File: config.mk
export PLATFORM = sky130hd
export DESIGN_NAME = ps2_controller_registers_core
export DESIGN_NICKNAME = d
export VERILOG_FILES = /design/src/sv/ps2cr_pkg.sv /design/src/sv/ps2cr_exec.sv /design/src/sv/ps2_controller_registers_core.sv
export SDC_FILE = /design/constraint.sdc
export NUM_CORES = 1
export LEC_CHECK = 0
export BUFFER_PORTS_ARGS = -buffer_cell sky130_fd_sc_hd__buf_2
export CORE_MARGIN = 4
export CORE_UTILIZATION = 50
export DETAILED_ROUTE_END_ITERATION = 10
export GPL_ROUTABILITY_DRIVEN = 0
export PLACE_DENSITY = 0.87
export SLEW_MARGIN = 20
export SYNTH_ARGS = -nofsm -noshare
export SYNTH_HDL_FRONTEND = slang
export SYNTH_SLANG_ARGS = --single-unit
File: constraint.sdc
create_clock -name aclk -period 1.7 [get_ports aclk]
set_input_delay 0.255 -clock aclk [delete_from_list [all_inputs] [get_ports aclk]]
set_output_delay 0.255 -clock aclk [all_outputs]
set_load 0.01 [all_outputs]
File: src/sv/ps2cr_pkg.sv
// types and constants of the ps/2 controller register block
// no dependencies
`timescale 1ns / 1ps

package ps2cr_pkg;

    typedef enum logic [1:0] {
        REQ_READ   = 2'd0,
        REQ_WRITE  = 2'd1,
        REQ_DEVICE = 2'd2
    } req_kind_t;

    localparam logic [7:0] CMD_READ_CFG   = 8'h20;
    localparam logic [7:0] CMD_WRITE_CFG  = 8'h60;
    localparam logic [7:0] CMD_DISABLE_B  = 8'hA7;
    localparam logic [7:0] CMD_ENABLE_B   = 8'hA8;
    localparam logic [7:0] CMD_TEST_B     = 8'hA9;
    localparam logic [7:0] CMD_SELF_TEST  = 8'hAA;
    localparam logic [7:0] CMD_TEST_A     = 8'hAB;
    localparam logic [7:0] CMD_DISABLE_A  = 8'hAD;
    localparam logic [7:0] CMD_ENABLE_A   = 8'hAE;
    localparam logic [7:0] CMD_WRITE_B    = 8'hD4;

    localparam logic [7:0] RESP_SELF_TEST = 8'h55;
    localparam logic [7:0] RESP_PORT_TEST = 8'h00;

    localparam logic [7:0] CFG_RESET      = 8'h30;
    localparam int         CFG_IRQ_A_BIT  = 0;
    localparam int         CFG_IRQ_B_BIT  = 1;
    localparam int         CFG_DIS_A_BIT  = 4;
    localparam int         CFG_DIS_B_BIT  = 5;

    localparam logic [1:0] PEND_NONE      = 2'd0;
    localparam logic [1:0] PEND_CFG       = 2'd1;
    localparam logic [1:0] PEND_PORT_B    = 2'd2;

    localparam logic [1:0] ST_OK            = 2'd0;
    localparam logic [1:0] ST_UNKNOWN       = 2'd1;
    localparam logic [1:0] ST_DROP_FULL     = 2'd2;
    localparam logic [1:0] ST_DROP_DISABLED = 2'd3;

    typedef struct packed {
        logic [1:0] req_type;
        logic       is_command_port;
        logic [7:0] host_data;
        logic       device_port;
        logic [7:0] device_data;
    } item_t;

    typedef struct packed {
        logic [7:0] read_data;
        logic       send_valid;
        logic       send_port;
        logic [7:0] send_byte;
        logic       irq_a;
        logic       irq_b;
        logic [1:0] status;
    } result_t;

endpackage

File: src/sv/ps2cr_exec.sv
// controller state and the decode of one item into its result
// depends on ps2cr_pkg
`timescale 1ns / 1ps

module ps2cr_exec
    import ps2cr_pkg::*;
(
    input  logic    aclk,
    input  logic    aresetn,
    input  logic    fire,
    input  item_t   item,
    input  logic    second_port_present,
    output result_t res
);

    logic [7:0] config_reg,   config_next;
    logic [7:0] buffer_reg,   buffer_next;
    logic       full_reg,     full_next;
    logic       from_b_reg,   from_b_next;
    logic [1:0] pending_reg,  pending_next;
    logic       port_disabled;

    always_ff @(posedge aclk) begin
        if (!aresetn) begin
            config_reg  <= CFG_RESET;
            buffer_reg  <= '0;
            full_reg    <= 1'b0;
            from_b_reg  <= 1'b0;
            pending_reg <= PEND_NONE;
        end else if (fire) begin
            config_reg  <= config_next;
            buffer_reg  <= buffer_next;
            full_reg    <= full_next;
            from_b_reg  <= from_b_next;
            pending_reg <= pending_next;
        end
    end

    assign port_disabled = item.device_port
                         ? (!second_port_present || config_reg[CFG_DIS_B_BIT])
                         : config_reg[CFG_DIS_A_BIT];

    always_comb begin
        config_next    = config_reg;
        buffer_next    = buffer_reg;
        full_next      = full_reg;
        from_b_next    = from_b_reg;
        pending_next   = pending_reg;
        res            = '0;
        res.status     = ST_OK;

        unique case (item.req_type)
            REQ_READ: begin
                if (item.is_command_port) begin
                    res.read_data = {2'b00, full_reg & from_b_reg, 4'b0000, full_reg};
                end else begin
                    res.read_data = buffer_reg;
                    full_next     = 1'b0;
                    from_b_next   = 1'b0;
                end
            end
            REQ_WRITE: begin
                if (item.is_command_port) begin
                    // any command cancels an armed data write
                    pending_next = PEND_NONE;
                    unique case (item.host_data)
                        CMD_READ_CFG: begin
                            buffer_next = config_reg;
                            full_next   = 1'b1;
                            from_b_next = 1'b0;
                        end
                        CMD_WRITE_CFG: pending_next = PEND_CFG;
                        CMD_WRITE_B: begin
                            if (second_port_present) pending_next = PEND_PORT_B;
                        end
                        CMD_DISABLE_B: begin
                            if (second_port_present) config_next[CFG_DIS_B_BIT] = 1'b1;
                        end
                        CMD_ENABLE_B: begin
                            if (second_port_present) config_next[CFG_DIS_B_BIT] = 1'b0;
                        end
                        CMD_TEST_B: begin
                            if (second_port_present) begin
                                buffer_next = RESP_PORT_TEST;
                                full_next   = 1'b1;
                                from_b_next = 1'b0;
                            end
                        end
                        CMD_SELF_TEST: begin
                            buffer_next = RESP_SELF_TEST;
                            full_next   = 1'b1;
                            from_b_next = 1'b0;
                        end
                        CMD_TEST_A: begin
                            buffer_next = RESP_PORT_TEST;
                            full_next   = 1'b1;
                            from_b_next = 1'b0;
                        end
                        CMD_DISABLE_A: config_next[CFG_DIS_A_BIT] = 1'b1;
                        CMD_ENABLE_A:  config_next[CFG_DIS_A_BIT] = 1'b0;
                        default:       res.status = ST_UNKNOWN;
                    endcase
                end else begin
                    if (pending_reg == PEND_CFG) begin
                        config_next = item.host_data;
                    end else begin
                        res.send_valid = 1'b1;
                        res.send_byte  = item.host_data;
                        res.send_port  = (pending_reg == PEND_PORT_B) && second_port_present;
                    end
                    pending_next = PEND_NONE;
                end
            end
            REQ_DEVICE: begin
                // disabled check wins over buffer full
                if (port_disabled) begin
                    res.status = ST_DROP_DISABLED;
                end else if (full_reg) begin
                    res.status = ST_DROP_FULL;
                end else begin
                    buffer_next = item.device_data;
                    full_next   = 1'b1;
                    from_b_next = item.device_port;
                end
            end
            default: res.status = ST_UNKNOWN;
        endcase

        res.irq_a = full_next & ~from_b_next & config_next[CFG_IRQ_A_BIT];
        res.irq_b = full_next &  from_b_next & config_next[CFG_IRQ_B_BIT];
    end

endmodule

File: src/sv/ps2_controller_registers_core.sv
// Host-side register block of a two-channel ps/2 controller.
// Input channel s_*: one transfer is a host read, a host write (command or
// data) or a byte arriving from a device. Result channel m_*: exactly one
// result per input transfer, in order: read byte, byte forwarded to a
// device, interrupt levels and a status code.
// Configuration channel cfg_*: one bit, second port present; always ready.
// Write it only while no transfer is in flight.
// An accepted item is registered in the input register, decoded against the
// controller state and its result is registered in the result register.
// Throughput: one item per cycle while the receiver does not stall, set by
// the single decode stage between the input register and the result register.
// A stalled receiver holds the result register; the input register fills
// next and s_ready falls once both are occupied.
// Reset (aresetn low, synchronous) empties both registers, sets config to
// 0x30, clears the output buffer and any armed data write, and marks the
// second port present.
`timescale 1ns / 1ps

module ps2_controller_registers_core
    import ps2cr_pkg::*;
(
    input  logic       aclk,
    input  logic       aresetn,

    input  logic       cfg_valid,
    output logic       cfg_ready,
    input  logic       cfg_data,

    input  logic       s_valid,
    output logic       s_ready,
    input  logic [1:0] s_req_type,
    input  logic       s_is_command_port,
    input  logic [7:0] s_host_data,
    input  logic       s_device_port,
    input  logic [7:0] s_device_data,

    output logic       m_valid,
    input  logic       m_ready,
    output logic [7:0] m_read_data,
    output logic       m_send_valid,
    output logic       m_send_port,
    output logic [7:0] m_send_byte,
    output logic       m_irq_a,
    output logic       m_irq_b,
    output logic [1:0] m_status
);

    logic    second_port_reg;
    logic    in_valid_reg;
    item_t   in_item_reg;
    logic    out_valid_reg;
    result_t out_res_reg;
    result_t exec_res;
    logic    exec_fire;
    logic    out_free;

    assign cfg_ready = 1'b1;

    always_ff @(posedge aclk) begin
        if (!aresetn) begin
            second_port_reg <= 1'b1;
        end else if (cfg_valid) begin
            second_port_reg <= cfg_data;
        end
    end

    assign out_free  = !out_valid_reg || m_ready;
    assign exec_fire = in_valid_reg && out_free;
    assign s_ready   = !in_valid_reg || out_free;

    always_ff @(posedge aclk) begin
        if (!aresetn) begin
            in_valid_reg <= 1'b0;
        end else if (s_ready) begin
            in_valid_reg <= s_valid;
        end
    end

    always_ff @(posedge aclk) begin
        if (s_valid && s_ready) begin
            in_item_reg <= '{req_type:        s_req_type,
                             is_command_port: s_is_command_port,
                             host_data:       s_host_data,
                             device_port:     s_device_port,
                             device_data:     s_device_data};
        end
    end

    ps2cr_exec u_exec (
        .aclk                (aclk),
        .aresetn             (aresetn),
        .fire                (exec_fire),
        .item                (in_item_reg),
        .second_port_present (second_port_reg),
        .res                 (exec_res)
    );

    always_ff @(posedge aclk) begin
        if (!aresetn) begin
            out_valid_reg <= 1'b0;
        end else if (out_free) begin
            out_valid_reg <= exec_fire;
        end
    end

    always_ff @(posedge aclk) begin
        if (exec_fire) begin
            out_res_reg <= exec_res;
        end
    end

    assign m_valid      = out_valid_reg;
    assign m_read_data  = out_res_reg.read_data;
    assign m_send_valid = out_res_reg.send_valid;
    assign m_send_port  = out_res_reg.send_port;
    assign m_send_byte  = out_res_reg.send_byte;
    assign m_irq_a      = out_res_reg.irq_a;
    assign m_irq_b      = out_res_reg.irq_b;
    assign m_status     = out_res_reg.status;

endmodule

==> results of run 1 <==
[per-stage QoR]
stage,hold WS (ns),TNS [ns],cells,cell area (sq um)
global route,0.0525,-5.61,430,4020
global placement,0.432,-1.72,399,3600
CTS,0.0665,-1.73,425,3940
floorplan,0.354,-0.0203,251,3050
detailed placement,0.433,-3.09,399,3600
finish,0.0772,-3.33,430,4020
[how the worst max path moves through the flow]
stage,to,from,cells after the start,slack [ns]
2_1_floorplan,m_irq_a,in_item_reg[16],5,-0.02
3_3_place_gp,u_exec.buffer_reg[2],in_item_reg[9],6,-0.17
3_5_place_dp,u_exec.buffer_reg[1],in_item_reg[9],6,-0.29
4_1_cts,m_irq_a,in_item_reg[15],5,-0.19
5_1_grt,m_irq_a,in_item_reg[11],6,-0.35
6_report,u_exec.buffer_reg[3],in_item_reg[15],5,-0.28
[routing by layer]
| metal | GRT usage [%] | vias up | wire length, um |
|---|---|---|---|
| met2 | 35.3 | 128 | 3850 |
| met1 | 27.5 | 1190 | 3220 |
| met4 | 12.7 | 0 | 352 |
| li1 | - | 1146 | - |
| met3 | 5.19 | 33 | 535 |
| met5 | 0 | - | 0 |
[power by group through the flow]
stage	registers [W]	clock network, W	logic (W)
4_1_cts	0.00179	0.00117	0.000376
3_5_place_dp	0.00183	0	0.000338
5_1_grt	0.00180	0.00125	0.000434
6_report	0.00179	0.00116	0.000406
3_3_place_gp	0.00182	0	0.000328
2_1_floorplan	0.00183	0	0.000184
[Yosys cell counts, types with 2 or more instances]
master / count / share of area (%)
buf_6: 2 / 0.75
clkbuf_1: 6 / 0.75
nor2b_1: 12 / 2.5
inv_1: 5 / 0.62
o21ai_0: 2 / 0.33
nand2_1: 10 / 1.2
a31oi_1: 5 / 1.0
or2_2: 2 / 0.42
and3b_1: 3 / 0.87
nor2_1: 17 / 2.1
buf_4: 2 / 0.50
a21oi_2: 2 / 0.58
nand4_1: 2 / 0.42
dfxtp_1: 23 / 15
nand3_1: 7 / 1.2
o21ai_1: 2 / 0.33
nor4_1: 3 / 0.62
a21oi_1: 18 / 3.0
nand2b_1: 3 / 0.62
a22oi_1: 5 / 1.2
o211ai_1: 2 / 0.50
edfxtp_1: 42 / 42
a21o_1: 2 / 0.50
mux2i_1: 11 / 3.7
nor3_1: 9 / 1.5
buf_2: 4 / 0.67
a311oi_2: 8 / 4.0
and2_1: 16 / 3.3
and4b_1: 3 / 1.0
[cell usage in the layout (no fill, tap or decap), drive strengths merged, types with 3 or more instances in the layout]
| cell type | synthesis | layout |
|---|---|---|
| nor2b | 12 | 12 |
| buf | 9 | 106 |
| clkbuf | 6 | 11 |
| and4b | 3 | 3 |
| edfxtp | 42 | 42 |
| nand2 | 10 | 10 |
| nand2b | 3 | 3 |
| clkinvlp | 0 | 3 |
| a311oi | 8 | 8 |
| nor4 | 4 | 4 |
| inv | 5 | 5 |
| nor2 | 17 | 17 |
| a21oi | 20 | 20 |
| mux2i | 11 | 11 |
| a22oi | 5 | 5 |
| and2 | 16 | 16 |
| o21ai | 4 | 4 |
| nor3 | 11 | 11 |
| nand3 | 7 | 7 |
| dfxtp | 23 | 23 |
| and3b | 3 | 3 |
| a31oi | 5 | 5 |
[critical path: cells and delay by family, from the launching register on]
kind	cells	cell delay [ns]
and+or+nand+nor	1	0.39
DFF	1	0.49
AOI/OAI and AO/OA	4	1.03
[kinds of logic after synthesis]
| group | after synthesis |
|---|---|
| buf+inv | 20 |
| simple gates | 98 |
| flops | 65 |
| other cells | 1 |
| mux | 11 |
| xor+xnor | 1 |
| compound gates | 55 |
[what timing repair did]
action                     CTS  global route
resized for setup           15            10
setup buffers               10             6
pin swaps                   13             4
cloned                       0             0
setup endpoints to repair   22            48
[final cells by class]
class	count	area [sq um]
sequential	65	1720
clock buffer	11	141
timing repair buffer	106	701
inverter	5	22.5
tap	72	90.1
multi-input combinational	166	1310
clock inverter	5	31.3
fill	367	1660
==> results.ini, run 1 <==
[outcome]
status=complete, but fails checks
violations=negative setup slack

[grt]
grt_pass1_wl_um=12400
overflow=0
grt_antenna_before_repair=0
grt_pass1_vias=2507
grt_max_degree=23
grt_usage_pct=22.1

[logic_synthesis]
synth_flop_cell=edfxtp_1
ys_ff_latch=65
synth-seq-area-share_pct=57.2
async_flop_share_pct=0
yosys.area_share.simple_pct=20.2
synth_fa_ha_area_share_pct=0
synth.net_count=277
yosysWarnings=0
synth_xor_area_share_pct=0.291
synth_mux_area_share_pct=3.66
synth_cells=251
yosys.cell_types.count=52
synth_area_sq_um=3010
syn_area_per_cell_sq_um=12.0
synth_edf_count=42
synth_compound_area_share_pct=14.5
synth_top_family_by_area=simple AND/OR/NAND/NOR gates

[floorplanning]
design.die.area_sq_um=7330
rows=27
core-area_sq_um=5680
die_w_um=85.6
die_h_um=85.6
io_pins=51
initial_core_util_pct=53.0

[clocking]
clk_latency_ns=0.35
cts_buffer_depth=2
cts_tree=done
clock-root-buffer=clkbuf_8
path_clk_slew_ns=0.07
postCtsHoldBufs=0
numCtsBuffers=9
cts_max_level=3
clock_sinks=65

[power]
peakVddDrop_mv=0.476
leakage_nw=1.59
seqPwrFrac_pct=53.4
switchingPower_w=0.000857
power_w=0.00336
swShare_pct=25.5
p_int_w=0.00250
power_density_nw_per_um2=835
pwr-share-clk_pct=34.5
combPwrFrac_pct=12.1

[timing]
hold_violations=0
slew_headroom_pct=53.4
post-route-period-util_pct=117
rsz0062_at_grt=yes
worstMarginPinSlew_ns=0.694
fmax_ghz=0.504
fin_ws_ns=-0.284
fin_crit_ns=1.98
fin_skew_ns=0.0105
setup_viol=23
slew_violations=0

[placement]
io_buffers=49
post-place-ws_ns=-0.294
dp_hpwl_um=5070

[hold_path]
hold_path.startpoint=s_device_data[1]
holdPathStages=1
hold_end=in_item_reg[1]
min_path_type=input port to flop

[routing]
drt-initial-drc-count=287
routedWlPerCell_um=18.5
vias=2497
detail_route.vias_per_cell=5.81
antenna_left=0
routed_wl_um=7950
first_pass_iters=4
drc=0

[setup_path]
worstPathArrival_ns=2.23
crit_slowest_cell=edfxtp_1
crit_type=flop to flop
reg2reg_from=in_item_reg[15]
required_ns=1.95
reg2reg_slack_ns=-0.28
crit_chain=nor4bb_2 > a32o_2 > a31o_4 > a21oi_1 > a311oi_2
start_kind=flop
r2r_cells=5
cp-end-kind=flop
path_max_fanout=11
r2r-end=u_exec.buffer_reg[3]
slowest_delay_ns=0.49

[final_layout]
fin_util_pct=70.8
fin_nets=379
largest_reg_flops=20
num_antenna_cells=0
drive_gt1_share_pct=45.3
syn2layout_area_growth_pct=33.5

[job]
maxCapViolations=0

(Power assumes the default switching activity.)
==> inputs of run 2 (changes only) <==
- CORE_MARGIN: 4 -> 1
- PLACE_DENSITY: 0.87 -> 0.84
- clock period: 1.7 -> 2.4 ns (I/O delays scaled with it)
==> run 2 against run 1 <==
Effect of this change: the run now ends clean; global-route usage decreased by 0.65 points; power decreased by 33%; sequential power decreased by 28%; worst hold slack improved by 0.11 ns; critical path type unchanged.
==> results.ini, run 2 (synthesis gave the netlist of run 1 again) <==
[setup_path]
slowest_delay_ns=0.64
reg2reg_from=in_item_reg[19]
cp-end-kind=flop
worstPathArrival_ns=2.35
required_ns=2.66
reg2reg_slack_ns=0.31
path_max_fanout=17
crit_slowest_cell=nor3_4
r2r_cells=5
crit_chain=or2b_1 > nor3_2 > nor3_4 > a21oi_1 > a311oi_2
start_kind=flop
r2r-end=u_exec.buffer_reg[0]
crit_type=flop to flop

[timing]
tns_ns=0
hold_violations=0
fin_skew_ns=0.0122
setup_viol=0
slew_violations=0
whs_ns=0.189
post-route-period-util_pct=87.0
rsz0062_at_grt=no
fmax_ghz=0.479
worstMarginPinSlew_ns=0.861
fin_crit_ns=2.09
slew_headroom_pct=42.6

[clocking]
path_clk_slew_ns=0.06
cts_max_level=3
cts_buffer_depth=2
clock-root-buffer=clkbuf_8
clk_latency_ns=0.35
clock_sinks=65
cts_tree=done
cts_resized=0
cts_setup_buffers=0
numCtsBuffers=9
postCtsHoldBufs=0

[grt]
grt_pass1_vias=2124
grt_max_degree=23
grt_pass1_wl_um=10000
overflow=0
grt_antenna_before_repair=0
grt_usage_pct=21.5

[placement]
io_buffers=49
dp_hpwl_um=4390
dp_cells=366

[power]
leakage_nw=1.32
power_w=0.00225
peakVddDrop_mv=0.370
power_density_nw_per_um2=648

[floorplanning]
design.die.area_sq_um=6340
die_w_um=79.6
core-area_sq_um=5640
io_pins=51
initial_core_util_pct=53.4
rows=27
die_h_um=79.6

[final_layout]
layout_commonest_cell=buf_2
syn2layout_area_growth_pct=15.5
drive_gt1_share_pct=29.4
fin_nets=331
stdcell_count=382
num_antenna_cells=0
largest_reg_flops=20
mostFrequentLayoutCells=49 x buf_2, 42 x edfxtp_1, 23 x dfxtp_1, 18 x a21oi_1, 17 x nor2_1

[job]
maxCapViolations=0

[hold_path]
hold_end=in_item_reg[15]
min_path_type=input port to flop
holdPathStages=1
hold_path.startpoint=s_host_data[6]

[routing]
detail_route.vias_per_cell=5.70
vias=2176
first_pass_iters=4
antenna_left=0
routed_wl_um=6070
routedWlPerCell_um=15.9
drc=0
drt-initial-drc-count=194

[outcome]
status=finished, final reports clean

run 2: worst max path at each step:
stage                               start                   end  depth (start not counted)
after floorplan                   m_ready  u_exec.config_reg[0]                          6
after global routing      in_item_reg[19]  u_exec.buffer_reg[0]                          5
after global placement    in_item_reg[13]               m_irq_a                          5
after CTS                 in_item_reg[19]  u_exec.buffer_reg[0]                          5
final                     in_item_reg[19]  u_exec.buffer_reg[0]                          5
after detailed placement  in_item_reg[19]  u_exec.buffer_reg[0]                          5
run 2: cell type report:
class / instances / area (sq um)
clock buffer: 13 / 149
clock inverter: 3 / 16.3
fill: 473 / 2160
inverter: 5 / 18.8
multi-input combinational: 166 / 1170
sequential: 65 / 1720
tap: 72 / 90.1
timing repair buffer: 58 / 313
run 2: per-layer routing:
metal	global-route usage, %	share of wire, %
met3	5.14	7.1
met4	14.5	3.3
met1	27.0	42
met5	0	0
met2	32.6	47
run 2: power by group:
part	switching (W)	total, W	leakage [nW]	internal, W
Sequential	0.0000377	0.00128	0.586	0.00124
Combinational	0.000110	0.000186	0.650	0.0000767
Clock	0.000390	0.000791	0.0877	0.000401
run 2: worst max-delay path: cells and delay by family (launching register included):
kind / cells / cell delay (ns)
flops: 1 / 0.55
simple gates: 3 / 0.96
compound gates: 2 / 0.48
run 2: through the flow:
| stage | utilization, % | setup WS, ns | cell area [sq um] |
|---|---|---|---|
| 3_5_place_dp | 58.7 | 0.354 | 3310 |
| 2_1_floorplan | - | 0.497 | 3010 |
| 5_1_grt | 61.7 | 0.138 | 3480 |
| 6_report | 61.7 | 0.312 | 3480 |
| 4_1_cts | 61.7 | 0.329 | 3480 |
| 3_3_place_gp | 58.7 | 0.465 | 3310 |
==> inputs of run 3 (changes only) <==
- CORE_UTILIZATION: 50 -> 34
- PLACE_DENSITY: 0.84 -> 0.65
- SLEW_MARGIN: 20 -> 40
==> run 3 against run 2 <==
Effect of this change: clock power shrank 1%; combinational power hardly changed; core utilization fell by 20 points; sequential power hardly changed; critical endpoint is now m_irq_a; largest cell class unchanged; largest power group unchanged; highest routed layer unchanged.
==> results.ini, run 3 (synthesis gave the netlist of run 1 again) <==
[final_layout]
mostFrequentLayoutCells=49 x buf_2, 42 x edfxtp_1, 23 x dfxtp_1, 18 x a21oi_1, 17 x nor2_1
layout_commonest_cell=buf_2
nFillCells=828
fin_nets=331
drive_gt1_share_pct=29.7
fin_util_pct=42.0
num_antenna_cells=0
largest_reg_flops=20
syn2layout_area_growth_pct=17.0
final_area_sq_um=3520

[floorplanning]
initial_core_util_pct=35.9
core-area_sq_um=8380
io_pins=51
die_h_um=96.1
rows=33
die_w_um=96.1
design.die.area_sq_um=9230

[grt]
grt_max_degree=23
grt_pass1_vias=1993
overflow=0
grt_usage_pct=14.6
grt_pass1_wl_um=9830
grt_antenna_before_repair=0

[routing]
vias=2151
antenna_left=0
detail_route.vias_per_cell=5.18
drt-initial-drc-count=161
routedWlPerCell_um=15.1
routed_wl_um=6260
first_pass_iters=4
drc=0

[placement]
io_buffers=49
dp_hpwl_um=4520
placed_area_sq_um=3350

[timing]
slew_violations=0
fin_skew_ns=0.00563
fin_crit_ns=2.03
slew_headroom_pct=65.1
setup_viol=0
tns_ns=0
worstMarginPinSlew_ns=0.524
fmax_ghz=0.492
rsz0062_at_grt=no
hold_violations=0
post-route-period-util_pct=84.7

[setup_path]
required_ns=2.48
start_kind=flop
reg2reg_from=in_item_reg[13]
cp-end-kind=flop
r2r-end=m_irq_a
r2r_cells=5
worstPathArrival_ns=2.11
crit_type=flop to flop
reg2reg_slack_ns=0.37
path_max_fanout=6

[job]
maxCapViolations=0

[clocking]
cts_buffer_depth=2
postCtsHoldBufs=0
clock-root-buffer=clkbuf_8
numCtsBuffers=9
clock_sinks=65
cts_max_level=3
cts_resized=0
cts_tree=done
cts_setup_buffers=0
path_clk_slew_ns=0.07
clk_latency_ns=0.34

[power]
seqPwrFrac_pct=56.9
pwr-share-clk_pct=34.8
peakVddDrop_mv=0.217
switchingPower_w=0.000535
swShare_pct=23.8
combPwrFrac_pct=8.3
leakage_nw=1.33
power_density_nw_per_um2=638
p_int_w=0.00171

[hold_path]
hold_path.startpoint=s_host_data[7]
hold_end=in_item_reg[16]
min_path_type=input port to flop
holdPathStages=1

[outcome]
status=finished, final reports clean

[run 3: changes by cell type in the layout (fill, tap and decap cells not counted), sizes merged]
cell    previous run  this run
inv                6         5
clkbuf            13        12
clkinv             2         4
[run 3: metal layers]
layer  wire, um  up-vias  global-route usage, %
li1           -     1056                      -
met1       2720     1006                   18.5
met2       2980       78                   22.2
met3        418       11                   3.55
met4        144        0                   9.33
met5          0        -                      0
[run 3: worst max-delay path, cell delays in order, from the launching register on]
cell and delay (ns):
edfxtp_1 0.49, nand4bb_1 0.34, nor4_2 0.48, o21ai_1 0.11, and3b_1 0.21, nor3b_1 0.14
[run 3: how the worst max path moves through the flow]
stage,startpoint,end,slack [ns],cells past startpoint
after floorplan,m_ready,u_exec.config_reg[0],0.50,6
after global placement,in_item_reg[9],m_irq_a,0.37,5
after detailed placement,in_item_reg[19],u_exec.buffer_reg[7],0.34,5
after CTS,in_item_reg[19],u_exec.buffer_reg[7],0.32,5
after global routing,in_item_reg[13],u_exec.buffer_reg[3],0.25,6
final,in_item_reg[13],m_irq_a,0.37,5
[run 3: cell type report]
cell class,instances,area [sq um],area share [%]
flip-flops and latches,65,1720,48.9
repair buffers,58,317,8.98
inverters,5,18.8,0.533
well taps,105,131,3.73
clock inverters,4,18.8,0.533
multi-input cells,166,1170,33.2
clock buffers,12,145,4.12
[run 3: stage by stage]
step	instances	hold slack, ns	total power, W	setup WS, ns
global placement	398	0.512	0.00148	0.373
floorplan	251	0.459	0.00142	0.497
CTS	414	0.169	0.00227	0.319
detailed placement	398	0.515	0.00149	0.338
global route	415	0.174	0.00235	0.254
finish	415	0.192	0.00225	0.368
[run 3: power by group through the flow]
stage / clock (W) / combinational (W) / sequential [W]
after detailed placement: 0 / 0.000185 / 0.00130
final: 0.000783 / 0.000187 / 0.00128
after global routing: 0.000862 / 0.000203 / 0.00128
after CTS: 0.000810 / 0.000186 / 0.00128
after global placement: 0 / 0.000182 / 0.00130
after floorplan: 0 / 0.000126 / 0.00129
